===== src/rtl/core/assert_macros.svh =====
// Assertion macros shared by the compensation pipeline modules.
`ifndef ASSERT_MACROS_SVH
`define ASSERT_MACROS_SVH

// Same-cycle implication, disabled while reset is asserted.
`define ASSERT_IMPL(lbl, clk_i, rstn_i, ante, cons, msg) \
	lbl: assert property (@(posedge clk_i) disable iff (!rstn_i) (ante) |-> (cons)) \
		else $error(msg);

// Next-cycle implication, disabled while reset is asserted.
`define ASSERT_NEXT(lbl, clk_i, rstn_i, ante, cons, msg) \
	lbl: assert property (@(posedge clk_i) disable iff (!rstn_i) (ante) |=> (cons)) \
		else $error(msg);

`endif


===== src/rtl/core/bpc_pkg.sv =====
// Types, widths, constants and helper functions of the pressure compensation block.
package bpc_pkg;

	localparam int RAW_W = 24;          // raw conversion width
	localparam int CAL_W = 16;          // calibration word width
	localparam int OUT_W = 32;          // result field width
	localparam int DTW   = RAW_W + 1;   // dT, signed
	localparam int MW    = DTW + CAL_W + 1; // dT times a calibration word
	localparam int MDW   = 2 * DTW;     // dT squared
	localparam int TW    = 20;          // temperature, signed
	localparam int WW    = 40;          // offset and sensitivity, signed
	localparam int T2W   = 18;          // second-order temperature term
	localparam int SQW   = 19;          // sensitivity after the 2^21 scale
	localparam int PW    = 44;          // raw pressure times scaled sensitivity
	localparam int DW    = 52;          // scratch width for scaled divisions

	localparam int SH_TEMP = 23;
	localparam int SH_OFF  = 7;
	localparam int SH_SENS = 8;
	localparam int SH_T2   = 31;
	localparam int SH_SQ   = 21;
	localparam int SH_P    = 15;

	localparam logic signed [TW-1:0] TEMP_REF = TW'(2000);
	localparam logic signed [TW-1:0] TEMP_VLO = TW'(-1500);
	localparam logic signed [TW-1:0] TEMP_HI  = TW'(4500);

	localparam int REG_IDX_W = 3;
	localparam logic [REG_IDX_W-1:0] REG_PRESS_SENS = 3'd0;
	localparam logic [REG_IDX_W-1:0] REG_PRESS_OFF  = 3'd1;
	localparam logic [REG_IDX_W-1:0] REG_SENS_TC    = 3'd2;
	localparam logic [REG_IDX_W-1:0] REG_OFF_TC     = 3'd3;
	localparam logic [REG_IDX_W-1:0] REG_REF_TEMP   = 3'd4;
	localparam logic [REG_IDX_W-1:0] REG_TEMP_TC    = 3'd5;

	typedef struct packed {
		logic [CAL_W-1:0] pressure_sensitivity;
		logic [CAL_W-1:0] pressure_offset;
		logic [CAL_W-1:0] sensitivity_temp_coeff;
		logic [CAL_W-1:0] offset_temp_coeff;
		logic [CAL_W-1:0] reference_temperature;
		logic [CAL_W-1:0] temperature_coeff;
	} cal_t;

	// First-order terms handed to the correction stages
	typedef struct packed {
		logic [RAW_W-1:0]        d1;
		logic signed [TW-1:0]    temp;
		logic signed [WW-1:0]    off;
		logic signed [WW-1:0]    sens;
		logic [T2W-1:0]          t2;
	} front_t;

	// Corrected terms handed to the pressure stages
	typedef struct packed {
		logic [RAW_W-1:0]        d1;
		logic signed [TW-1:0]    temp;
		logic signed [WW-1:0]    off;
		logic signed [WW-1:0]    sens;
	} corr_t;

	// Signed divide by 2^k, rounding toward zero.
	function automatic logic signed [DW-1:0] trunc_shr(input logic signed [DW-1:0] x,
			input int unsigned k);
		logic [DW-1:0] mask;
		logic signed [DW-1:0] bias;
		mask = ~({DW{1'b1}} << k);
		bias = x[DW-1] ? $signed(mask) : '0;
		return (x + bias) >>> k;
	endfunction

	// Clamp to the signed 32-bit range.
	function automatic logic signed [OUT_W-1:0] sat32(input logic signed [DW-1:0] x);
		logic fits;
		fits = (x[DW-1:OUT_W-1] == '0) || (x[DW-1:OUT_W-1] == '1);
		if (fits)
			return x[OUT_W-1:0];
		else if (x[DW-1])
			return {1'b1, {(OUT_W-1){1'b0}}};
		else
			return {1'b0, {(OUT_W-1){1'b1}}};
	endfunction

endpackage


===== src/rtl/core/bpc_press.sv =====
// Pressure stages: scale SENS, multiply by D1, subtract OFF, scale and clamp.
`include "assert_macros.svh"

module bpc_press (
	input  logic                             clk,
	input  logic                             arst_n,
	input  logic                             in_valid,
	output logic                             in_ready,
	input  bpc_pkg::corr_t                   in_data,
	output logic                             out_valid,
	input  logic                             out_ready,
	output logic signed [bpc_pkg::OUT_W-1:0] pressure,
	output logic signed [bpc_pkg::OUT_W-1:0] temperature
);

	logic v_s6, v_s7, v_s8;
	logic en_s6, en_s7, en_s8;

	logic [bpc_pkg::RAW_W-1:0]           d1_s6;
	logic signed [bpc_pkg::SQW-1:0]      sq_s6;
	logic signed [bpc_pkg::WW-1:0]       off_s6, off_s7;
	logic signed [bpc_pkg::TW-1:0]       temp_s6, temp_s7;
	logic signed [bpc_pkg::PW-1:0]       prod_s7;
	logic signed [bpc_pkg::OUT_W-1:0]    pressure_s8, temperature_s8;

	logic signed [bpc_pkg::DW-1:0]       sq_c, p_c;
	logic signed [bpc_pkg::PW-1:0]       diff_c;

	assign en_s8    = !v_s8 || out_ready;
	assign en_s7    = !v_s7 || en_s8;
	assign en_s6    = !v_s6 || en_s7;
	assign in_ready = en_s6;

	always_ff @(posedge clk or negedge arst_n) begin
		if (!arst_n) begin
			v_s6 <= 1'b0;
			v_s7 <= 1'b0;
			v_s8 <= 1'b0;
		end else begin
			if (en_s6) v_s6 <= in_valid;
			if (en_s7) v_s7 <= v_s6;
			if (en_s8) v_s8 <= v_s7;
		end
	end

	// SENS is scaled down before the multiply; the lost bits are intended
	assign sq_c = bpc_pkg::trunc_shr(bpc_pkg::DW'(in_data.sens), bpc_pkg::SH_SQ);

	always_ff @(posedge clk) begin
		if (en_s6 && in_valid) begin
			d1_s6   <= in_data.d1;
			sq_s6   <= bpc_pkg::SQW'(sq_c);
			off_s6  <= in_data.off;
			temp_s6 <= in_data.temp;
		end
	end

	always_ff @(posedge clk) begin
		if (en_s7 && v_s6) begin
			prod_s7 <= $signed({1'b0, d1_s6}) * sq_s6;
			off_s7  <= off_s6;
			temp_s7 <= temp_s6;
		end
	end

	assign diff_c = prod_s7 - bpc_pkg::PW'(off_s7);
	assign p_c    = bpc_pkg::trunc_shr(bpc_pkg::DW'(diff_c), bpc_pkg::SH_P);

	always_ff @(posedge clk) begin
		if (en_s8 && v_s7) begin
			pressure_s8    <= bpc_pkg::sat32(p_c);
			temperature_s8 <= bpc_pkg::sat32(bpc_pkg::DW'(temp_s7));
		end
	end

	assign out_valid   = v_s8;
	assign pressure    = pressure_s8;
	assign temperature = temperature_s8;

	`ASSERT_NEXT(a_press_fill, clk, arst_n, v_s7 && en_s8, v_s8, "press: beat dropped into output stage")
	`ASSERT_NEXT(a_press_drain, clk, arst_n, v_s8 && out_ready && !v_s7, !v_s8, "press: taken beat repeated")

endmodule


===== config.mk =====
export PLATFORM = sky130hd
export DESIGN_NAME = bpc_press
export DESIGN_NICKNAME = d
export VERILOG_FILES = /design/src/rtl/core/bpc_pkg.sv /design/src/rtl/core/bpc_press.sv
export VERILOG_INCLUDE_DIRS = /design/src /design/src/rtl/core
export SDC_FILE = /design/constraint.sdc
export NUM_CORES = 1
export LEC_CHECK = 0
export ABC_CLOCK_PERIOD_IN_PS = 19600
export BUFFER_PORTS_ARGS = -buffer_cell sky130_fd_sc_hd__buf_2
export CAP_MARGIN = 15
export CELL_PAD_IN_SITES_DETAIL_PLACEMENT = 0
export CELL_PAD_IN_SITES_GLOBAL_PLACEMENT = 1
export CORE_UTILIZATION = 50
export DETAILED_ROUTE_END_ITERATION = 10
export GPL_ROUTABILITY_DRIVEN = 0
export PLACE_DENSITY = 0.91
export SETUP_SLACK_MARGIN = 0.3
export SLEW_MARGIN = 20
export SYNTH_ARGS = -nofsm -noshare
export SYNTH_HDL_FRONTEND = slang
export SYNTH_SLANG_ARGS = --single-unit

===== constraint.sdc =====
create_clock -name clk -period 19.6 [get_ports clk]
set_input_delay 2.94 -clock clk [delete_from_list [all_inputs] [get_ports clk]]
set_output_delay 2.94 -clock clk [all_outputs]
set_load 0.05 [all_outputs]

Yosys cells after proc, flatten, opt, wreduce, memory -nomap -nowiden:

Index checks and enable logic that the tools add are counted.

* register bits after elaboration: 274
* output and inout bits: 66
* word-level logic and storage cells: 37
* bits of input ports: 128

* $add $sub $neg: 3
* multiplexer cells: 6
* multiply operators: 1
* equality and inequality tests: 2
* reduce and logical (&&, ||, !) cells: 13

Operator list (number)
* $mux W32: 4
* $add A44 B16 Y45: 1
* $mul A25 B19 Y44: 1
* $sub A44 B40 Y44: 1
* $eq A21 B21 Y1 const B: 2
* $logic_not A21 Y1: 2
* $add A40 B22 Y40: 1
* $mux W21: 1
* $mux W15: 1
* $logic_or A1 B1 Y1: 5
* $logic_and A1 B1 Y1: 3
* $logic_not A1 Y1: 3

Logic depth before layout (Yosys ltp):

* depth in word-level cells: 6
* depth in mapped cells: 27
* gate-level depth less buffers: 26

Worst setup path before layout:

Ideal clock, no wire load.

* path kind: register -> register
* start: register d1_s6[7] in the netlist's numbering
* end: register prod_s7[43] in the netlist's numbering, data pin
* stages on the path, launching flop included: 24
* clock period less this slack: 6.744 ns
* data arrival time: 6.484 ns
* setup time: 0.260 ns
* data required time: 19.340 ns
* setup slack: 12.856 ns
* cells stage by stage: edfxtp_1 > clkbuf_1 > nand2_1 > fa_1 > inv_1 > fa_1 > inv_1 > fa_1 > inv_1 > fa_1 > fa_1 > fa_1 > fa_1 > ha_1 > and2_1 > and4_1 > a32oi_1 > o21ai_0 > a21oi_1 > o31ai_1 > a211oi_1 > o31ai_1 > a21oi_1 > xnor2_1

* longest elaborated chain between the ends: 1

RTL lines
* from (decl): RTL line bpc_press.sv:19 `logic [bpc_pkg::RAW_W-1:0] d1_s6;`
* from (signal assigned): RTL line bpc_press.sv:51 `d1_s6 <= in_data.d1;`
* $mul A25 B19 Y44: RTL line bpc_press.sv:60 `prod_s7 <= $signed({1'b0, d1_s6}) * sq_s6;`
* to (signal assigned): RTL line bpc_press.sv:60
* to (decl): RTL line bpc_press.sv:23 `logic signed [bpc_pkg::PW-1:0] prod_s7;`

No other way between the ends.
A chain may end at the register's enable or synchronous reset.

Worst setup path in the final report:

* start: register sq_s6[10] in the netlist's numbering
* end: register prod_s7[43] in the netlist's numbering, data pin

* longest elaborated chain between the ends: 1

RTL lines
* from (decl): RTL line bpc_press.sv:20 `logic signed [bpc_pkg::SQW-1:0] sq_s6;`
* from (signal assigned): RTL line bpc_press.sv:52 `sq_s6 <= bpc_pkg::SQW'(sq_c);`
* $mul A25 B19 Y44: RTL line bpc_press.sv:60

No other way between the ends.

==> results.cfg <==
[global_route]
grt_use_total_pct = 22.6
gr-total-overflow = 0
grt_first_pass_wirelength_mm = 101
grt_max_degree = 72
grt_pass1_vias = 19800
antenna_found_initial = 1

[synth]
synthCells = 2623
ys_warn_count = 0
synth_ff_type = edfxtp_1
synth_area_per_cell_sq_um = 10.5
netlist_area_sq_um = 27600
synth_seq_cells = 260
synth_edf_count = 257
syn-num-nets = 3374
yosysSeqAreaShare_pct = 28.2
async_reset_ff_share_pct = 1.15
yosysUniqueCellTypes = 82

[worst_setup_path]
reg2reg_setup_slack_ps = 11820
arrival_ps = 8090
reg2reg_depth = 22
start_kind = flop
crit_fanout = 24
worst_r2r_endpoint = prod_s7[43]
end_kind = flop
crit_type = flop to flop
timing.rr.start = sq_s6[10]
required_ps = 19910

[cts]
numCtsBuffers = 28
post-cts-setup-buffers = 0
cts_tree = done
clkLatencyLatePin_ps = 560
clk_path_buf_depth = 3
cts.repair.resized = 0
clkTransAtPathRegs_ps = 60
cts.sinks = 260
h-tree-depth = 1
cts.hold.buffers_added = 0
clock-root-buffer = clkbuf_16

[hold_path]
min_to = off_s7[2]
min_path_type = flop to flop
hold-path-cell-count = 0
hp-start = off_s6[2]

[detailed_routing]
vias = 18800
post-route-drc-count = 0
ant_nets = 0
wl_mm = 61.8
drt-initial-drc-count = 1364
first_pass_iters = 6
via_per_inst = 5.43
wire_per_inst_microns = 17.8

[floorplan]
dieArea_sq_um = 56200
die_h_microns = 237
rows = 85
io_pins = 194
chipWidth_microns = 237
start_util_pct = 50.9
core_area_sq_um = 54200

[run_status]
outcome = finished clean

[finish]
layout_common_cells = inv_1 (450), fa_1 (374), nand2_1 (284)
final_common_cell = inv_1
syn_to_final_growth_pct = 8.69
drive_gt1_share_pct = 10.2
final_core_util_pct = 55.3
layout.nets = 3502
antennaDiodeCount = 0

[timing]
slew_headroom_pct = 33.1
setup_ws_ps = 11820
final.setup.tns_ps = 0
slew_violations = 0
clock_skew_ps = 9.40
hold_viol = 0
period_needed_ps = 7780
final-setup-viol-count = 0
min_period_over_period_pct = 39.7
max_freq_ghz = 0.128
worstMarginPinSlew_ps = 1000
rsz0062_at_grt = no

[run]
maxCapViolations = 0

[place]
dpl_worst_slack_ps = 11880
dpl.hpwl_mm = 49.7
port_buffers = 193
## cell usage after synthesis, drive strengths merged (4+ instances only)
cell type	n	area, sq um
a211oi	12	103
a21o	56	423
a21oi	92	468
a311oi	5	61.3
a31o	5	43.8
a31oi	10	62.6
and2	228	1430
and3	18	118
and4	10	90.1
buf	21	144
clkbuf	82	308
edfxtp	257	7720
fa	374	7490
ha	249	3120
inv	450	1690
nand2	285	1070
nand2b	28	175
nand3	35	175
nand3b	4	30.0
nand4	18	113
nor2	51	191
nor2b	28	178
nor3	14	70.1
nor4	6	65.1
o2111ai	4	35.0
o211a	4	40.0
o211ai	10	93.8
o21a	9	67.6
o21ai	55	275
o21bai	14	105
o22ai	5	31.3
o31ai	9	67.6
or2	5	31.3
or3	12	81.3
xnor2	68	596
xor2	44	385
## critical path, cell delays in order, from the launching register on
cell	delay (ps)
edfxtp_1	930
nand2_1	180
fa_1	590
inv_1	60
fa_1	510
inv_1	70
fa_1	530
inv_1	50
fa_1	470
fa_1	410
fa_1	540
fa_1	430
ha_1	350
and2_1	190
and4_1	260
a32oi_1	140
o21ai_0	290
a21oi_1	160
o31ai_1	600
a211oi_1	240
o31ai_1	290
a21oi_1	110
xnor2_1	130
## layout make-up
cell class,instances,area [sq um]
flip-flops and latches,260,7790
clock inverters,23,241
repair buffers,201,1030
multi-input cells,1810,17700
clock buffers,29,704
inverters,450,1690
well taps,696,871
fillers,4656,24200
## worst max-delay path by stage
stage          startpoint           to  slack [ps]
3_3_place_gp     sq_s6[4]  prod_s7[43]       12050
6_report        sq_s6[10]  prod_s7[43]       11820
2_1_floorplan    d1_s6[7]  prod_s7[43]       12860
5_1_grt         sq_s6[10]  prod_s7[43]       11420
4_1_cts         sq_s6[10]  prod_s7[43]       11870
3_5_place_dp    sq_s6[10]  prod_s7[43]       11880
## cell families (layout without fill, tap and decap cells)
kind of cell / count (synthesis) / count (layout) / share of synthesized area [%]
muxes: 2 / 2 / 0.0770
buffers and inverters: 553 / 703 / 7.75
DFF: 260 / 260 / 28.2
adders and majority gates: 623 / 623 / 38.4
xor gates and xnor gates: 112 / 112 / 3.55
AOI/OAI and AO/OA: 320 / 320 / 7.81
and+or+nand+nor: 753 / 753 / 14.2
## flip-flops by register name, indices dropped and copies added, names as in the netlist
| signal | flops |
|---|---|
| temp_s6 | 20 |
| v_s7 | 1 |
| off_s6 | 40 |
| temperature | 20 |
| v_s6 | 1 |
| pressure | 30 |
| prod_s7 | 44 |
| off_s7 | 40 |
| temp_s7 | 20 |
| out_valid | 1 |
| sq_s6 | 19 |
| d1_s6 | 24 |
## metrics by stage
| stage | instance area, sq um | cells | hold slack (ps) |
|---|---|---|---|
| floorplan | 27600 | 2623 | 400 |
| global placement | 29100 | 3417 | 400 |
| detailed placement | 29100 | 3417 | 405 |
| CTS | 30000 | 3469 | 413 |
| global route | 30000 | 3469 | 421 |
| finish | 30000 | 3469 | 411 |
## metal layers
| metal | routed length [microns] | GRT usage [%] |
|---|---|---|
| met5 | 12 | 0 |
| met4 | 1360 | 5.49 |
| met3 | 4080 | 3.36 |
| met2 | 29700 | 38.5 |
| met1 | 26700 | 30.3 |
Power is left out: the tool's default activity adds up to more than one toggle a clock period on the data nets, which glitch-free logic cannot reach.
