===== config.mk =====
export PLATFORM = sky130hd
export DESIGN_NAME = bpc_corr
export DESIGN_NICKNAME = d
export VERILOG_FILES = /design/src/rtl/core/bpc_pkg.sv /design/src/rtl/core/bpc_corr.sv
export VERILOG_INCLUDE_DIRS = /design/src /design/src/rtl/core
export SDC_FILE = /design/constraint.sdc
export NUM_CORES = 2
export LEC_CHECK = 0
export ABC_CLOCK_PERIOD_IN_PS = 12200
export BUFFER_PORTS_ARGS = -buffer_cell sky130_fd_sc_hd__buf_4
export CAP_MARGIN = 15
export CELL_PAD_IN_SITES_DETAIL_PLACEMENT = 1
export CELL_PAD_IN_SITES_GLOBAL_PLACEMENT = 2
export CORE_ASPECT_RATIO = 1.4
export CORE_MARGIN = 2
export CORE_UTILIZATION = 46
export DETAILED_ROUTE_END_ITERATION = 8
export MAX_ROUTING_LAYER = met4
export PLACE_DENSITY = 0.93
export SLEW_MARGIN = 20
export SYNTH_ARGS = -nofsm -noshare
export SYNTH_HDL_FRONTEND = slang
export SYNTH_SLANG_ARGS = --single-unit

===== constraint.sdc =====
create_clock -name clk -period 12.2 [get_ports clk]
set_input_delay 2.44 -clock clk [delete_from_list [all_inputs] [get_ports clk]]
set_output_delay 2.44 -clock clk [all_outputs]
set_load 0.005 [all_outputs]

===== src/rtl/core/assert_macros.svh =====
// Assertion macros shared by the compensation pipeline modules.
`ifndef ASSERT_MACROS_SVH
`define ASSERT_MACROS_SVH

// Same-cycle implication, disabled while reset is asserted.
`define ASSERT_IMPL(lbl, clk_i, rstn_i, ante, cons, msg) \
	lbl: assert property (@(posedge clk_i) disable iff (!rstn_i) (ante) |-> (cons)) \
		else $error(msg);

// Next-cycle implication, disabled while reset is asserted.
`define ASSERT_NEXT(lbl, clk_i, rstn_i, ante, cons, msg) \
	lbl: assert property (@(posedge clk_i) disable iff (!rstn_i) (ante) |=> (cons)) \
		else $error(msg);

`endif


===== src/rtl/core/bpc_pkg.sv =====
// Types, widths, constants and helper functions of the pressure compensation block.
package bpc_pkg;

	localparam int RAW_W = 24;          // raw conversion width
	localparam int CAL_W = 16;          // calibration word width
	localparam int OUT_W = 32;          // result field width
	localparam int DTW   = RAW_W + 1;   // dT, signed
	localparam int MW    = DTW + CAL_W + 1; // dT times a calibration word
	localparam int MDW   = 2 * DTW;     // dT squared
	localparam int TW    = 20;          // temperature, signed
	localparam int WW    = 40;          // offset and sensitivity, signed
	localparam int T2W   = 18;          // second-order temperature term
	localparam int SQW   = 19;          // sensitivity after the 2^21 scale
	localparam int PW    = 44;          // raw pressure times scaled sensitivity
	localparam int DW    = 52;          // scratch width for scaled divisions

	localparam int SH_TEMP = 23;
	localparam int SH_OFF  = 7;
	localparam int SH_SENS = 8;
	localparam int SH_T2   = 31;
	localparam int SH_SQ   = 21;
	localparam int SH_P    = 15;

	localparam logic signed [TW-1:0] TEMP_REF = TW'(2000);
	localparam logic signed [TW-1:0] TEMP_VLO = TW'(-1500);
	localparam logic signed [TW-1:0] TEMP_HI  = TW'(4500);

	localparam int REG_IDX_W = 3;
	localparam logic [REG_IDX_W-1:0] REG_PRESS_SENS = 3'd0;
	localparam logic [REG_IDX_W-1:0] REG_PRESS_OFF  = 3'd1;
	localparam logic [REG_IDX_W-1:0] REG_SENS_TC    = 3'd2;
	localparam logic [REG_IDX_W-1:0] REG_OFF_TC     = 3'd3;
	localparam logic [REG_IDX_W-1:0] REG_REF_TEMP   = 3'd4;
	localparam logic [REG_IDX_W-1:0] REG_TEMP_TC    = 3'd5;

	typedef struct packed {
		logic [CAL_W-1:0] pressure_sensitivity;
		logic [CAL_W-1:0] pressure_offset;
		logic [CAL_W-1:0] sensitivity_temp_coeff;
		logic [CAL_W-1:0] offset_temp_coeff;
		logic [CAL_W-1:0] reference_temperature;
		logic [CAL_W-1:0] temperature_coeff;
	} cal_t;

	// First-order terms handed to the correction stages
	typedef struct packed {
		logic [RAW_W-1:0]        d1;
		logic signed [TW-1:0]    temp;
		logic signed [WW-1:0]    off;
		logic signed [WW-1:0]    sens;
		logic [T2W-1:0]          t2;
	} front_t;

	// Corrected terms handed to the pressure stages
	typedef struct packed {
		logic [RAW_W-1:0]        d1;
		logic signed [TW-1:0]    temp;
		logic signed [WW-1:0]    off;
		logic signed [WW-1:0]    sens;
	} corr_t;

	// Signed divide by 2^k, rounding toward zero.
	function automatic logic signed [DW-1:0] trunc_shr(input logic signed [DW-1:0] x,
			input int unsigned k);
		logic [DW-1:0] mask;
		logic signed [DW-1:0] bias;
		mask = ~({DW{1'b1}} << k);
		bias = x[DW-1] ? $signed(mask) : '0;
		return (x + bias) >>> k;
	endfunction

	// Clamp to the signed 32-bit range.
	function automatic logic signed [OUT_W-1:0] sat32(input logic signed [DW-1:0] x);
		logic fits;
		fits = (x[DW-1:OUT_W-1] == '0) || (x[DW-1:OUT_W-1] == '1);
		if (fits)
			return x[OUT_W-1:0];
		else if (x[DW-1])
			return {1'b1, {(OUT_W-1){1'b0}}};
		else
			return {1'b0, {(OUT_W-1){1'b1}}};
	endfunction

endpackage


===== src/rtl/core/bpc_corr.sv =====
// Second-order correction stages: squares and branch flags, then OFF2 and SENS2.
`include "assert_macros.svh"

module bpc_corr (
	input  logic                  clk,
	input  logic                  arst_n,
	input  logic                  in_valid,
	output logic                  in_ready,
	input  bpc_pkg::front_t       in_data,
	output logic                  out_valid,
	input  logic                  out_ready,
	output bpc_pkg::corr_t        out_data
);

	logic v_s4, v_s5;
	logic en_s4, en_s5;

	logic [bpc_pkg::RAW_W-1:0]        d1_s4;
	logic signed [bpc_pkg::TW-1:0]    temp_s4;
	logic signed [bpc_pkg::WW-1:0]    off_s4, sens_s4;
	logic signed [bpc_pkg::WW-1:0]    aa_s4, bb_s4, hh_s4;
	logic                             lo_s4, vlo_s4, hi_s4;
	bpc_pkg::corr_t                   st_s5;

	logic signed [bpc_pkg::TW-1:0]    a_c, b_c, h_c;
	logic signed [bpc_pkg::WW-1:0]    off2_c, sens2_c;

	assign en_s5    = !v_s5 || out_ready;
	assign en_s4    = !v_s4 || en_s5;
	assign in_ready = en_s4;

	always_ff @(posedge clk or negedge arst_n) begin
		if (!arst_n) begin
			v_s4 <= 1'b0;
			v_s5 <= 1'b0;
		end else begin
			if (en_s4) v_s4 <= in_valid;
			if (en_s5) v_s5 <= v_s4;
		end
	end

	assign a_c = in_data.temp - bpc_pkg::TEMP_REF;
	assign b_c = in_data.temp - bpc_pkg::TEMP_VLO;
	assign h_c = in_data.temp - bpc_pkg::TEMP_HI;

	always_ff @(posedge clk) begin
		if (en_s4 && in_valid) begin
			d1_s4   <= in_data.d1;
			// T2 only comes off below the reference; branch tests look at TEMP before that
			temp_s4 <= (in_data.temp < bpc_pkg::TEMP_REF)
				? in_data.temp - $signed(bpc_pkg::TW'(in_data.t2)) : in_data.temp;
			off_s4  <= in_data.off;
			sens_s4 <= in_data.sens;
			aa_s4   <= a_c * a_c;
			bb_s4   <= b_c * b_c;
			hh_s4   <= h_c * h_c;
			lo_s4   <= in_data.temp < bpc_pkg::TEMP_REF;
			vlo_s4  <= in_data.temp < bpc_pkg::TEMP_VLO;
			hi_s4   <= in_data.temp >= bpc_pkg::TEMP_HI;
		end
	end

	// squares are non-negative, so arithmetic shifts truncate as required
	always_comb begin
		off2_c  = '0;
		sens2_c = '0;
		if (lo_s4) begin
			off2_c  = (aa_s4 <<< 1) + aa_s4;
			sens2_c = ((aa_s4 <<< 3) - aa_s4) >>> 3;
			if (vlo_s4)
				sens2_c = sens2_c + (bb_s4 <<< 1);
		end else if (hi_s4) begin
			sens2_c = -(hh_s4 >>> 3);
		end
	end

	always_ff @(posedge clk) begin
		if (en_s5 && v_s4) begin
			st_s5.d1   <= d1_s4;
			st_s5.temp <= temp_s4;
			st_s5.off  <= off_s4 - off2_c;
			st_s5.sens <= sens_s4 - sens2_c;
		end
	end

	assign out_valid = v_s5;
	assign out_data  = st_s5;

	`ASSERT_IMPL(a_corr_branch, clk, arst_n, v_s4, !(lo_s4 && hi_s4) && (!vlo_s4 || lo_s4), "corr: temperature branches overlap")

endmodule


* Word level (Yosys, flattened, before mapping) *
Cells that the tools add are included.

cells by class
  add/subtract/negate cells = 10
  multiply operators = 3
  magnitude comparators = 3
  muxes and demuxes = 5
  reduce and logical (&&, ||, !) cells = 6

operators by type and width
  operator                                                             number
  2-to-1 mux 40 bit                                                    4
  subtractor 40 bit                                                    3
  multiplier 20 x 20 -> 40 bit                                         2
  adder 37 x 40 -> 40 bit                                              1
  adder 40 bit                                                         1
  < comparator 20 x 12 -> 1 bit, second input constant                 2
  negator 37 -> 40 bit                                                 1
  subtractor 20 x 12 -> 20 bit, second input constant                  2
  multiplier 20 x 20 -> 39 bit                                         1
  greater-or-equal comparator 20 x 14 -> 1 bit, second input constant  1
  2-to-1 mux 20 bit                                                    1
  subtractor 20 x 14 -> 20 bit, second input constant                  1
  subtractor 20 x 19 -> 20 bit                                         1
  logical AND 1 bit                                                    2
  zero test 1 bit                                                      2
  logical OR 1 bit                                                     2

storage, ports and cells
  register bits = 372
  bits of input ports = 146
  output and inout bits = 126
  logic and storage cells = 43

* Longest topological paths before layout *
  depth after elaboration = 5
  depth in mapped cells = 39
  depth with buffers taken out = 37

* Worst setup path after synthesis *
OpenSTA, ideal clock, no wires.

  kind = input to register
  from = input in_data[102] in the netlist's numbering
  to = register bb_s4[38] in the netlist's numbering, data pin
  setup time = 260 ps
  arrival time = 11012 ps
  required time = 11940 ps
  setup slack = 928 ps
  cell stages on the path = 37
  buffers on the path = 3
  path through = clkbuf_1 inv_1 clkbuf_1 ha_1 a21oi_1 nor3b_1 inv_1 o21ai_0 nand2b_1 nand3_1 nor2_1 xnor2_1 clkinv_1 nand2_1 inv_1 fa_1 fa_1 fa_1 fa_1 fa_1 fa_1 inv_1 fa_1 inv_1 ha_1 clkbuf_1 a21o_1 a21o_1 a21o_1 a21oi_1 a2bb2oi_1 o21ai_0 o311ai_0 a21oi_1 a221oi_1 o21bai_1 xnor2_1

on the way
  longest elaborated chain between the ends = 2

RTL lines
  element                       line            RTL
  start, declared               bpc_corr.sv:9   input bpc_pkg::front_t in_data,
  subtractor 20 x 12 -> 20 bit  bpc_corr.sv:43  assign b_c = in_data.temp - bpc_pkg::TEMP_VLO;
  multiplier 20 x 20 -> 39 bit  bpc_corr.sv:55  bb_s4 <= b_c * b_c;
  end signal, assigned          bpc_corr.sv:55
  end, declared                 bpc_corr.sv:21  logic signed [bpc_pkg::WW-1:0] aa_s4, bb_s4, hh_s4;

No other way between the ends.
A chain may end at the register's enable or synchronous reset.

* Worst setup path after layout *
  from = input in_data[101] in the netlist's numbering
  to = register bb_s4[38] in the netlist's numbering, data pin

Same word-level chain as after synthesis.

==> results.cfg <==
[status]
status = finished clean

[clock_tree]
ctsHoldBuffers = 0
h-tree-depth = 2
cts_root_buf = clkbuf_16
numCtsBuffers = 43
cts.sinks = 364
clk_latency_ps = 660
cts_tree = built
ctsLongestPathBuffers = 3
path_clk_slew_ps = 60

[route]
num_vias = 46230
wl_um = 192700
drc = 0
routed_via_density = 5.421
final_antenna_net_count = 0
firstDrtPassIters = 7
drt_iter0_drc = 2270
post_drt_wl_per_cell_um = 22.60

[placement]
io_buffers = 271
placed_cell_area_um2 = 67240
hpwl_um = 161300
placedCellCount = 8440
gp_congestion = 0.9322

[timing]
fin_crit_ps = 11370
fmax_ghz = 0.08796
clock_skew_ps = 31.14
rsz0062_at_grt = no
setup_violations = 0
hold_ws_ps = 414.3
tns_ps = 0
slew_violations = 0
hold_viol = 0
fin_crit_sh_pct = 93.19
max_slew_margin_pct = 10.31
worstMarginPinSlew_ps = 1341

[final_layout]
area_growth_pct = 9.739
drive_gt1_share_pct = 7.698
final-seq-area_um2 = 10920
nFillCells = 15330
fin_cells = 8528
nets = 8532
multi_input_area_um2 = 45330
design_area_um2 = 68720

[yosys]
avgSynthCellArea_um2 = 9.757
synth.top_cell.area_share_pct = 37.05
synth_common_cells = inv_1 (1565), fa_1 (1159), ha_1 (519)
ys_seq_area_share_pct = 17.44
synth-simple-area-share_pct = 9.942
ys_types = 102
synth-edff-count = 362
yosysWarningCount = 0
synth_nets = 8242
syn_area_um2 = 62620
synth_mux_area_share_pct = 0.3836
async_flop_share_pct = 0.5495
synth_xor_area_share_pct = 5.511
synth_top_flop_cell = edfxtp_1
yosysMostFrequentCell = inv_1
synth_compound_area_share_pct = 9.005
synthCells = 6418
synth_area_leaders = fa_1 (37%), edfxtp_1 (17%), ha_1 (10%)
synth_top_family_by_area = adder cells
synthAdderAreaFrac_pct = 47.42
synth_seq_cells = 364
synth_top_cell_by_area = fa_1

[run]
drv_cap = 0

[worst_hold_path]
min_from = d1_s4[16]
hold_path_class = reg2reg

[floorplanning]
start_util_pct = 46.20
floorplan.die_area_um2 = 139100
die_x_um = 315.8
rows = 160
io_pins = 272
die_y_um = 440.6
coreArea_um2 = 135500

[critical_path]
cpPeakStageDelay_ps = 560
crit_fanout = 20
path_common_cell = fa_1
crit_arrival_ps = 11750
start_kind = input pin
critical_path.slowest_cell = fa_1
crit_start = in_data[101]
critPathRequiredTime_ps = 12580
path_delay_family = adder cells
crit_path_end_kind = flip-flop
crit_buf_inv = 9
rr_startpoint = aa_s4[3]
critPathKind = in2reg

[global_route]
grt_pass1_vias = 53220
gr-total-overflow = 0
grt_start_max_net_pins = 127
antenna_found_initial = 5
grt_pass1_wl_um = 298500
grt_usage_pct = 29.06
registers in the layout (all words and copies together), names as in the netlist:
name       cells
aa_s4         39
bb_s4         36
d1_s4         24
hh_s4         36
hi_s4          1
lo_s4          1
off_s4        40
out_data     124
out_valid      1
sens_s4       40
temp_s4       20
v_s4           1
vlo_s4         1
stage by stage:
| step | util [%] | setup slack, ps |
|---|---|---|
| after floorplan | - | 928.4 |
| after CTS | 50.66 | 815.7 |
| after global routing | 50.70 | 182.5 |
| after global placement | 49.61 | 463.0 |
| after detailed placement | 49.61 | 137.6 |
| final | 50.70 | 831.2 |
what timing repair did:
action                                  CTS  global route
endpoints found under the setup margin    0             1
setup buffers                             0             5
resized for setup                         0             2
per-layer routing:
| layer | track usage [%] | wire length (µm) | share of wire, % |
|---|---|---|---|
| met2 | 51.18 | 98850 | 51 |
| met4 | 16.32 | 12970 | 6.7 |
| met3 | 3.104 | 7825 | 4.1 |
| met1 | 31.96 | 73060 | 38 |
| met5 | - | 0 | 0 |
path summary, 6_finish.rpt:
path | slack [ps] | depth (start not counted) | endpoint
min in group asynchronous | 1590 | 1 | v_s4
max in group asynchronous | 10520 | 1 | out_valid
max reg2reg | 3530 | 33 | out_data[38]
min reg2reg | 410 | 0 | out_data[116]
max | 830 | 36 | bb_s4[38]
min | 410 | 0 | out_data[116]
layout make-up:
type | count | share of cell area (%)
antenna | 4 | 0.01457
clock inverter | 33 | 0.4770
timing repair buffer | 382 | 4.191
tap | 1782 | 3.245
inverter | 1579 | 8.630
sequential | 364 | 15.89
clock buffer | 46 | 1.582
multi-input combinational | 4338 | 65.97
kinds of logic after synthesis:
family / after synthesis
adder cells (fa/ha/maj): 1678
buffers and inverters: 1716
other: 1
AND/OR/NAND/NOR: 1389
flip-flops: 364
AO/OA/AOI/OAI: 853
multiplexers: 23
XOR/XNOR: 394
cells in the final DEF (no fill, tap or decap), types with 49 or more instances in the layout:
| master | netlist | final |
|---|---|---|
| nand2b_1 | 66 | 66 |
| edfxtp_1 | 362 | 362 |
| ha_1 | 519 | 519 |
| nor2_1 | 517 | 516 |
| o21ai_0 | 123 | 123 |
| fa_1 | 1159 | 1159 |
| xor2_1 | 128 | 124 |
| inv_1 | 1565 | 1564 |
| a21o_1 | 126 | 126 |
| nor3_1 | 80 | 80 |
| o21bai_1 | 49 | 49 |
| nand2_1 | 455 | 455 |
| nand3_1 | 57 | 57 |
| xnor2_1 | 266 | 262 |
| buf_4 | 0 | 381 |
| a21oi_1 | 270 | 268 |
Power is not shown: default switching activity piles up to over one toggle a cycle in this logic, so the estimate is an artifact.
