$ cat config.mk
export PLATFORM = sky130hd
export DESIGN_NAME = bpc_cfg
export DESIGN_NICKNAME = d
export VERILOG_FILES = /design/src/rtl/core/assert_macros.svh /design/src/rtl/core/bpc_pkg.sv /design/src/rtl/core/bpc_cfg.sv
export SDC_FILE = /design/constraint.sdc
export NUM_CORES = 1
export LEC_CHECK = 0
export BUFFER_PORTS_ARGS = -buffer_cell sky130_fd_sc_hd__clkbuf_2
export CAP_MARGIN = 20
export CORE_UTILIZATION = 25
export DETAILED_ROUTE_END_ITERATION = 10
export GPL_ROUTABILITY_DRIVEN = 1
export PLACE_DENSITY_LB_ADDON = 0.15
export SLEW_MARGIN = 20
export SYNTH_ARGS = -nofsm -noshare
export SYNTH_HDL_FRONTEND = slang
export SYNTH_SLANG_ARGS = --single-unit
$ cat constraint.sdc
create_clock -name clk -period 0.9 [get_ports clk]
set_clock_uncertainty 0.1 [all_clocks]
set_input_delay 0.18 -clock clk [delete_from_list [all_inputs] [get_ports clk]]
set_output_delay 0.18 -clock clk [all_outputs]
set_load 0.05 [all_outputs]
$ cat src/rtl/core/assert_macros.svh
// Assertion macros shared by the compensation pipeline modules.
`ifndef ASSERT_MACROS_SVH
`define ASSERT_MACROS_SVH

// Same-cycle implication, disabled while reset is asserted.
`define ASSERT_IMPL(lbl, clk_i, rstn_i, ante, cons, msg) \
	lbl: assert property (@(posedge clk_i) disable iff (!rstn_i) (ante) |-> (cons)) \
		else $error(msg);

// Next-cycle implication, disabled while reset is asserted.
`define ASSERT_NEXT(lbl, clk_i, rstn_i, ante, cons, msg) \
	lbl: assert property (@(posedge clk_i) disable iff (!rstn_i) (ante) |=> (cons)) \
		else $error(msg);

`endif

$ cat src/rtl/core/bpc_pkg.sv
// Types, widths, constants and helper functions of the pressure compensation block.
package bpc_pkg;

	localparam int RAW_W = 24;          // raw conversion width
	localparam int CAL_W = 16;          // calibration word width
	localparam int OUT_W = 32;          // result field width
	localparam int DTW   = RAW_W + 1;   // dT, signed
	localparam int MW    = DTW + CAL_W + 1; // dT times a calibration word
	localparam int MDW   = 2 * DTW;     // dT squared
	localparam int TW    = 20;          // temperature, signed
	localparam int WW    = 40;          // offset and sensitivity, signed
	localparam int T2W   = 18;          // second-order temperature term
	localparam int SQW   = 19;          // sensitivity after the 2^21 scale
	localparam int PW    = 44;          // raw pressure times scaled sensitivity
	localparam int DW    = 52;          // scratch width for scaled divisions

	localparam int SH_TEMP = 23;
	localparam int SH_OFF  = 7;
	localparam int SH_SENS = 8;
	localparam int SH_T2   = 31;
	localparam int SH_SQ   = 21;
	localparam int SH_P    = 15;

	localparam logic signed [TW-1:0] TEMP_REF = TW'(2000);
	localparam logic signed [TW-1:0] TEMP_VLO = TW'(-1500);
	localparam logic signed [TW-1:0] TEMP_HI  = TW'(4500);

	localparam int REG_IDX_W = 3;
	localparam logic [REG_IDX_W-1:0] REG_PRESS_SENS = 3'd0;
	localparam logic [REG_IDX_W-1:0] REG_PRESS_OFF  = 3'd1;
	localparam logic [REG_IDX_W-1:0] REG_SENS_TC    = 3'd2;
	localparam logic [REG_IDX_W-1:0] REG_OFF_TC     = 3'd3;
	localparam logic [REG_IDX_W-1:0] REG_REF_TEMP   = 3'd4;
	localparam logic [REG_IDX_W-1:0] REG_TEMP_TC    = 3'd5;

	typedef struct packed {
		logic [CAL_W-1:0] pressure_sensitivity;
		logic [CAL_W-1:0] pressure_offset;
		logic [CAL_W-1:0] sensitivity_temp_coeff;
		logic [CAL_W-1:0] offset_temp_coeff;
		logic [CAL_W-1:0] reference_temperature;
		logic [CAL_W-1:0] temperature_coeff;
	} cal_t;

	// First-order terms handed to the correction stages
	typedef struct packed {
		logic [RAW_W-1:0]        d1;
		logic signed [TW-1:0]    temp;
		logic signed [WW-1:0]    off;
		logic signed [WW-1:0]    sens;
		logic [T2W-1:0]          t2;
	} front_t;

	// Corrected terms handed to the pressure stages
	typedef struct packed {
		logic [RAW_W-1:0]        d1;
		logic signed [TW-1:0]    temp;
		logic signed [WW-1:0]    off;
		logic signed [WW-1:0]    sens;
	} corr_t;

	// Signed divide by 2^k, rounding toward zero.
	function automatic logic signed [DW-1:0] trunc_shr(input logic signed [DW-1:0] x,
			input int unsigned k);
		logic [DW-1:0] mask;
		logic signed [DW-1:0] bias;
		mask = ~({DW{1'b1}} << k);
		bias = x[DW-1] ? $signed(mask) : '0;
		return (x + bias) >>> k;
	endfunction

	// Clamp to the signed 32-bit range.
	function automatic logic signed [OUT_W-1:0] sat32(input logic signed [DW-1:0] x);
		logic fits;
		fits = (x[DW-1:OUT_W-1] == '0) || (x[DW-1:OUT_W-1] == '1);
		if (fits)
			return x[OUT_W-1:0];
		else if (x[DW-1])
			return {1'b1, {(OUT_W-1){1'b0}}};
		else
			return {1'b0, {(OUT_W-1){1'b1}}};
	endfunction

endpackage

$ cat src/rtl/core/bpc_cfg.sv
// Calibration register file written through the configuration channel.
module bpc_cfg (
	input  logic                               clk,
	input  logic                               arst_n,
	input  logic                               cfg_valid,
	output logic                               cfg_ready,
	input  logic [bpc_pkg::REG_IDX_W-1:0]      cfg_index,
	input  logic [bpc_pkg::CAL_W-1:0]          cfg_data,
	output bpc_pkg::cal_t                      cal
);

	bpc_pkg::cal_t cal_q;

	assign cfg_ready = 1'b1;
	assign cal       = cal_q;

	always_ff @(posedge clk or negedge arst_n) begin
		if (!arst_n) begin
			cal_q <= '0;
		end else if (cfg_valid) begin
			case (cfg_index)
				bpc_pkg::REG_PRESS_SENS: cal_q.pressure_sensitivity   <= cfg_data;
				bpc_pkg::REG_PRESS_OFF:  cal_q.pressure_offset        <= cfg_data;
				bpc_pkg::REG_SENS_TC:    cal_q.sensitivity_temp_coeff <= cfg_data;
				bpc_pkg::REG_OFF_TC:     cal_q.offset_temp_coeff      <= cfg_data;
				bpc_pkg::REG_REF_TEMP:   cal_q.reference_temperature  <= cfg_data;
				bpc_pkg::REG_TEMP_TC:    cal_q.temperature_coeff      <= cfg_data;
				default: ;
			endcase
		end
	end

endmodule

### After elaboration in Yosys (flattened, before gate mapping)

Cells that the tools add are included.

| operators by class | value |
|---|---|
| equal/unequal tests | 5 |
| reduce and logical (&&, ||, !) cells | 7 |

Operators with widths:

| kind | number |
|---|---|
| $reduce_and A2 Y1 | 6 |
| $eq A3 B2 Y1 const B | 2 |
| $eq A3 B3 Y1 const B | 2 |
| $eq A3 B1 Y1 const B | 1 |
| $logic_not A3 Y1 | 1 |

| word-level totals | value |
|---|---|
| bits in registers | 96 |
| word-level logic and storage cells | 18 |
| output and inout port bits | 97 |
| input bits | 22 |

### Depth between registers and ports, before layout

Gate-level depths: netlist of run 1.

| depth | value |
|---|---|
| depth after elaboration | 2 |
| gate-level depth with buffers | 5 |
| gate-level depth less buffers | 2 |

### Least setup slack after synthesis of run 1

No wires, ideal clock.

| timing path | value |
|---|---|
| path kind | input -> register |
| from | input port cfg_index[0] (netlist bit) |
| to | register cal_q, in the netlist cal[80] |
| setup time | 0.125 ns |
| arrival | 1.243 ns |
| cell stages on the path | 4 |
| slack | -0.568 ns |
| cells stage by stage | buf_6 > nor4b_4 > buf_6 > mux2_2 |

| on the way | value |
|---|---|
| longest elaborated chain between the ends | 2 |

Ends and longest elaborated chain:

| item | RTL line | RTL |
|---|---|---|
| start: declaration | bpc_cfg.sv:7 | `input logic [bpc_pkg::REG_IDX_W-1:0] cfg_index,` |
| $logic_not A3 Y1 | bpc_cfg.sv:21 | `case (cfg_index)` |
| $reduce_and A2 Y1 (no source line) | -- |  |
| end: declaration | bpc_cfg.sv:12 | `bpc_pkg::cal_t cal_q;` |

Every way passes these cells.
A chain may end at the register's enable or synchronous reset.

### Worst setup path after layout of run 1

| timing path | value |
|---|---|
| from | register cal_q, in the netlist cal[55] |
| to | output port cal[55] (netlist bit) |

RTL lines:

| item | RTL line | RTL |
|---|---|---|
| end: declaration | bpc_cfg.sv:9 | `output bpc_pkg::cal_t cal` |

No word-level cell between the ends.

==> results of run 1 <==
## layout make-up
type | instances | area share
flip-flops and latches | 96 | 0.3338
well taps | 184 | 0.03179
repair buffers | 198 | 0.3799
multi-input cells | 103 | 0.2156
clock inverters | 4 | 0.006220
clock buffers | 12 | 0.03265
## cells by family (layout without fill, tap and decap cells)
group / count (synthesis) / after routing / share of synthesized area
buffers and inverters: 11 / 214 / 0.03018
flip-flops: 96 / 96 / 0.6511
multiplexers: 96 / 96 / 0.2930
other: 1 / 1 / 0.001016
AND/OR/NAND/NOR: 6 / 6 / 0.02475
## worst min-delay path by stage
stage / depth (start not counted) / slack (ns) / endpoint / from
after global routing: 2 / 0.06 / cal[26] / cfg_data[10]
after CTS: 2 / 0.05 / cal[26] / cfg_data[10]
final: 2 / 0.07 / cal[54] / cfg_data[6]
after global placement: 2 / 0.10 / cal[71] / arst_n
after floorplan: 0 / -0.22 / cal[0] / arst_n
after detailed placement: 2 / 0.11 / cal[7] / arst_n
## per-stage QoR
stage	util	setup TNS [ns]	setup WS [ns]
final	0.5002	-41.05	-0.3446
after global routing	0.5002	-45.18	-0.3664
after CTS	0.4845	-44.71	-0.3599
after detailed placement	0.3698	-48.72	-0.5635
after global placement	0.3698	-47.21	-0.5290
after floorplan	-	-33.19	-0.5650
## timing repair
action                                  in CTS  in global routing
gates cloned                                 6                  0
endpoints found under the setup margin     192                192
resized for setup                          191                118
pin swaps                                    3                  5
setup buffers                               47                 30
hold buffers                                 1                  0
endpoints found under the hold margin       96                  0
## worst register-to-register path, delay by kind of cell, from the launching register on
family	cells	cell delay (ns)
flip-flops	1	0.42
multiplexers	1	0.26
buffers and inverters	1	0.13
## cell usage in the layout, fill, tap and decap left out, types with 2 or more instances in the layout
cell / instances
buf_4: 31
buf_12: 52
mux2_4: 95
clkbuf_16: 11
buf_8: 64
buf_6: 31
clkbuf_2: 16
dfrtp_1: 84
clkinv_2: 3
nand4b_4: 2
clkbuf_1: 3
dfrtp_2: 12
and4bb_4: 3
## power by group
group	total [uW]	leakage, uW	switching (uW)	internal [uW]
sequential	6320	0.00114	1030	5300
clock	3720	0.000140	1570	2140
combinational	9700	0.00219	4620	5080
## layer usage
metal,vias to the layer above,part of all wire,global-route usage
met4,0,0.010,0.04518
met5,-,0,0
met1,1300,0.48,0.2156
li1,1139,-,-
met3,10,0.069,0.05397
met2,84,0.44,0.2221
==> out/qor.txt, run 1 <==
Post-Syn Area = 3690 um2
Final setup viols = 192
Final Wtd Congestion = 0.6925
largest net degree at the start of global routing = 50
Crit Path Max Fanout = 2
footprint of the multi-input gates = 1562 um2
number of global-route vias before repair = 2717
Worst path depth = 1
Power, Total = 19740 uW
WL final = 11.15 mm
number of placed cells counting well taps = 514
die span in x = 123.5 um
TritonCTS clock tree = yes
max_cap viols = 0
Initial Util = 0.2548
Die ar. = 15250 um2
first-pass GRT wire length = 16.50 mm
Synth area leaders = dfrtp_1 (65%), mux2_2 (29%), buf_6 (2.1%)
leading post-synthesis cells by instance count = dfrtp_1 (96), mux2_2 (95), buf_6 (7)
top_reg_cell synth = dfrtp_1
status = finished, violations left
CP endpoint = cal[55]
CP max-delay cell = dfrtp_1
initial antenna violation count = 0
fraction of the yosys area taken by sequential cells = 0.6511
clk root buf = clkbuf_16
Top Family by Delay on Critical Path = flip-flops
RSZ-0062 raised after global routing = yes
Cell Rows = 44
Clk Latency, worst-skew pair = 0.34 ns
final HPWL from detailed placement = 6.610 mm
setup ws final = -0.3446 ns
min Tclk post-route = 1.245 ns
CP Capture Type = output pin
Ys Warns = 0
fraction of layout cells with a size suffix above 1 = 0.7845
placed cell areas = 5354 um2
n_diodes = 0
Syn Inst Count = 210
fmax = 803.5 MHz
syn avg cell area = 17.57 um2
number of remaining DRC errors = 0
max-slew violations = 0
reg2reg start = cal[16]
Synth area leader = dfrtp_1
DRT iter0 DRCs = 88
Die Y = 123.5 um
area delta synth->final = 96.27%
Worst Reg-to-Reg Cells = 2
Worst R2R Setup Slack = -0.13 ns
CP required = 0.62 ns
period utilisation layout = 1.383
number of synthesized flops with an enable pin = 0
storage element area = 2417 um2
count leader, synth = dfrtp_1
crit start category = flip-flop
non-filler cells, final = 597
crit path cell chain = buf_8
Clock transition at path regs = 0.06 ns
total number of vias = 2533
Antenna Nets Post-Route = 0
Synth cell types = 12
hold_ws = 0.07102 ns
DR pass1 iterations = 4
Final Hold Viols = 0
leak pwr = 0.003471 uW
Post-Layout Inst Area = 7242 um2
Worst path max stage delay = 0.44 ns
r2r endpoint = cal[16]
Core ar. = 14480 um2
Critical Setup Path Class = flip-flop to output pin
power density over the cells = 2726 nW/um2
nets@finish = 430
post-synthesis register bit count = 96
Via density = 4.243
failing checks = setup timing
drt wl/cell = 18.67 um
worst hold path class = primary input to flip-flop
Bufs and invs on worst path = 1
Crit. Startpoint = cal[55]
gr ovfl total = 0
Clock Path Buffers = 2
syn_nets = 232
port bufs = 117
fraction of registers with async set/reset = 1.000
CP Data Arrival Time = 0.96 ns
VDD IR max = 0.001338 V
max reg flops = 96
FILL cells = 1182
top cell type's share of synthesized area = 0.6511
clk sinks = 96
cts bufs inserted = 9
gr usage total = 0.1540
io pins = 119
Max H-tree Level = 3
No activity file was read; power rests on OpenSTA's default activity.
==> inputs of run 2 (changes only) <==
GPL_TIMING_DRIVEN = 0   (was default)
==> run 2 against run 1 <==
  * Clock power fell by 6.2%
  * Total power decreased by 6.1%
  * Largest power group unchanged
  * Count of clock-buffer cells in the layout up 1
  * The run ends with hold timing, setup timing left
  * Highest routed layer unchanged
  * Sequential share of layout area is 1.7 points higher
==> out/qor.txt, run 2 (synthesized netlist as in run 1, its figures left out) <==
Post-Layout Inst Area = 6883 um2
leak pwr = 0.003228 uW
CP max-delay cell = dfrtp_1
port bufs = 116
clk sinks = 96
Cell Rows = 44
status = finished, violations left
Final setup viols = 192
hold_ws = -0.3378 ns
Final Util = 0.4754
most frequent cells in the layout = buf_8 (101), dfrtp_1 (84), mux2_4 (67)
Max H-tree Level = 3
power density over the cells = 2695 nW/um2
commonest non-fill, non-tap cell in the layout = buf_8
Clk Latency, worst-skew pair = 0.34 ns
worst hold path class = primary input to async pin
storage element area = 2417 um2
crit path cell chain = buf_8
internal power = 11550 uW
sw power = 6993 uW
Antenna Nets Post-Route = 0
min Tclk post-route = 1.214 ns
Via density = 4.196
Initial Util = 0.2548
switching share of power = 0.3770
footprint of the multi-input gates = 1445 um2
part of the power in the clock network = 0.188
largest net degree at the start of global routing = 54
gr usage total = 0.1419
VDD IR max = 0.001844 V
TritonCTS clock tree = yes
Logic pwr share = 0.478
CP Capture Type = output pin
Core ar. = 14480 um2
WL final = 10.44 mm
placed cell areas = 4752 um2
number of global-route vias before repair = 2596
max_cap viols = 0
DR pass1 iterations = 6
nets@finish = 426
sequential share of power = 0.334
Bufs and invs on worst path = 1
crit start category = flip-flop
DRT iter0 DRCs = 97
Final Wtd Congestion = 0.6912
cts bufs inserted = 9
Top Family by Delay on Critical Path = flip-flops
number of remaining DRC errors = 0
setup ws final = -0.3144 ns
max-slew violations = 0
Power, Total = 18550 uW
FILL cells = 1243
CP Data Arrival Time = 0.93 ns
Worst path max stage delay = 0.42 ns
period utilisation layout = 1.349
clk root buf = clkbuf_16
Critical Setup Path Class = flip-flop to output pin
initial antenna violation count = 0
die span in x = 123.5 um
area delta synth->final = 86.54%
failing checks = hold timing, setup timing
drt wl/cell = 17.66 um
final HPWL from detailed placement = 5.983 mm
io pins = 119
n_diodes = 0
first-pass GRT wire length = 15.32 mm
Die ar. = 15250 um2
Crit Path Max Fanout = 2
Final Hold Viols = 43
gr ovfl total = 0
CP required = 0.62 ns
Clock transition at path regs = 0.06 ns
RSZ-0062 raised after global routing = yes
max reg flops = 96
pre-CTS setup slack = -1.009 ns
fmax = 823.4 MHz
Clock Path Buffers = 2
Die Y = 123.5 um
fraction of layout cells with a size suffix above 1 = 0.7813
total number of vias = 2480
## run 2: cell count changes in the layout (fill, tap and decap cells not counted), sizes merged
cell / previous run / this run
buf: 179 / 173
clkbuf: 30 / 34
clkinv: 3 / 1
bufinv: 1 / 0
dlygate4sd3: 1 / 0
## run 2: final timing paths
path,cells after the start,slack [ns],to,startpoint
setup / recovery,1,-0.31,cal[49],cal[49]
hold / removal,1,-0.34,cal[55],arst_n
setup reg to reg,3,-0.22,cal[22],cal[22]
hold reg to reg,1,0.44,cal[36],cal[36]
max in group asynchronous,2,0.42,cal[34],arst_n
min in group clk,2,0.06,cal[73],cfg_data[9]
## run 2: power by group through the flow
stage          clock [uW]  combinational [uW]  sequential [uW]
6_report             3490                8860             6200
5_1_grt              3780                9200             6310
4_1_cts              3640                8340             5930
3_5_place_dp            0                6030             5880
3_3_place_gp            0                6000             5850
2_1_floorplan           0                1210             9230
## run 2: routing by layer
| metal | track usage | vias to the layer above | routed length, um |
|---|---|---|---|
| li1 | - | 1126 | - |
| met1 | 0.1835 | 1257 | 4663 |
| met2 | 0.2137 | 87 | 4867 |
| met3 | 0.06089 | 10 | 779 |
| met4 | 0.04217 | 0 | 125 |
| met5 | 0 | - | 0 |
## run 2: timing repair
item,CTS,global route
gates resized for setup,259,107
endpoints found under the hold margin,43,43
gates cloned,5,0
setup buffers,54,15
pin swaps,4,4
endpoints found under the setup margin,192,192
## run 2: cell type report
class | count | share of cell area
Buffer | 11 | 0.02890
Clock buffer | 13 | 0.03636
Clock inverter | 1 | 0.0007271
Multi-Input combinational cell | 103 | 0.2100
Sequential cell | 96 | 0.3512
Tap cell | 184 | 0.03345
Timing Repair Buffer | 183 | 0.3394
## run 2: per-stage QoR
step	TNS [ns]	cells
6_report	-42.03	591
5_1_grt	-46.26	591
4_1_cts	-43.11	584
3_5_place_dp	-62.07	511
3_3_place_gp	-227.40	510
2_1_floorplan	-33.19	210
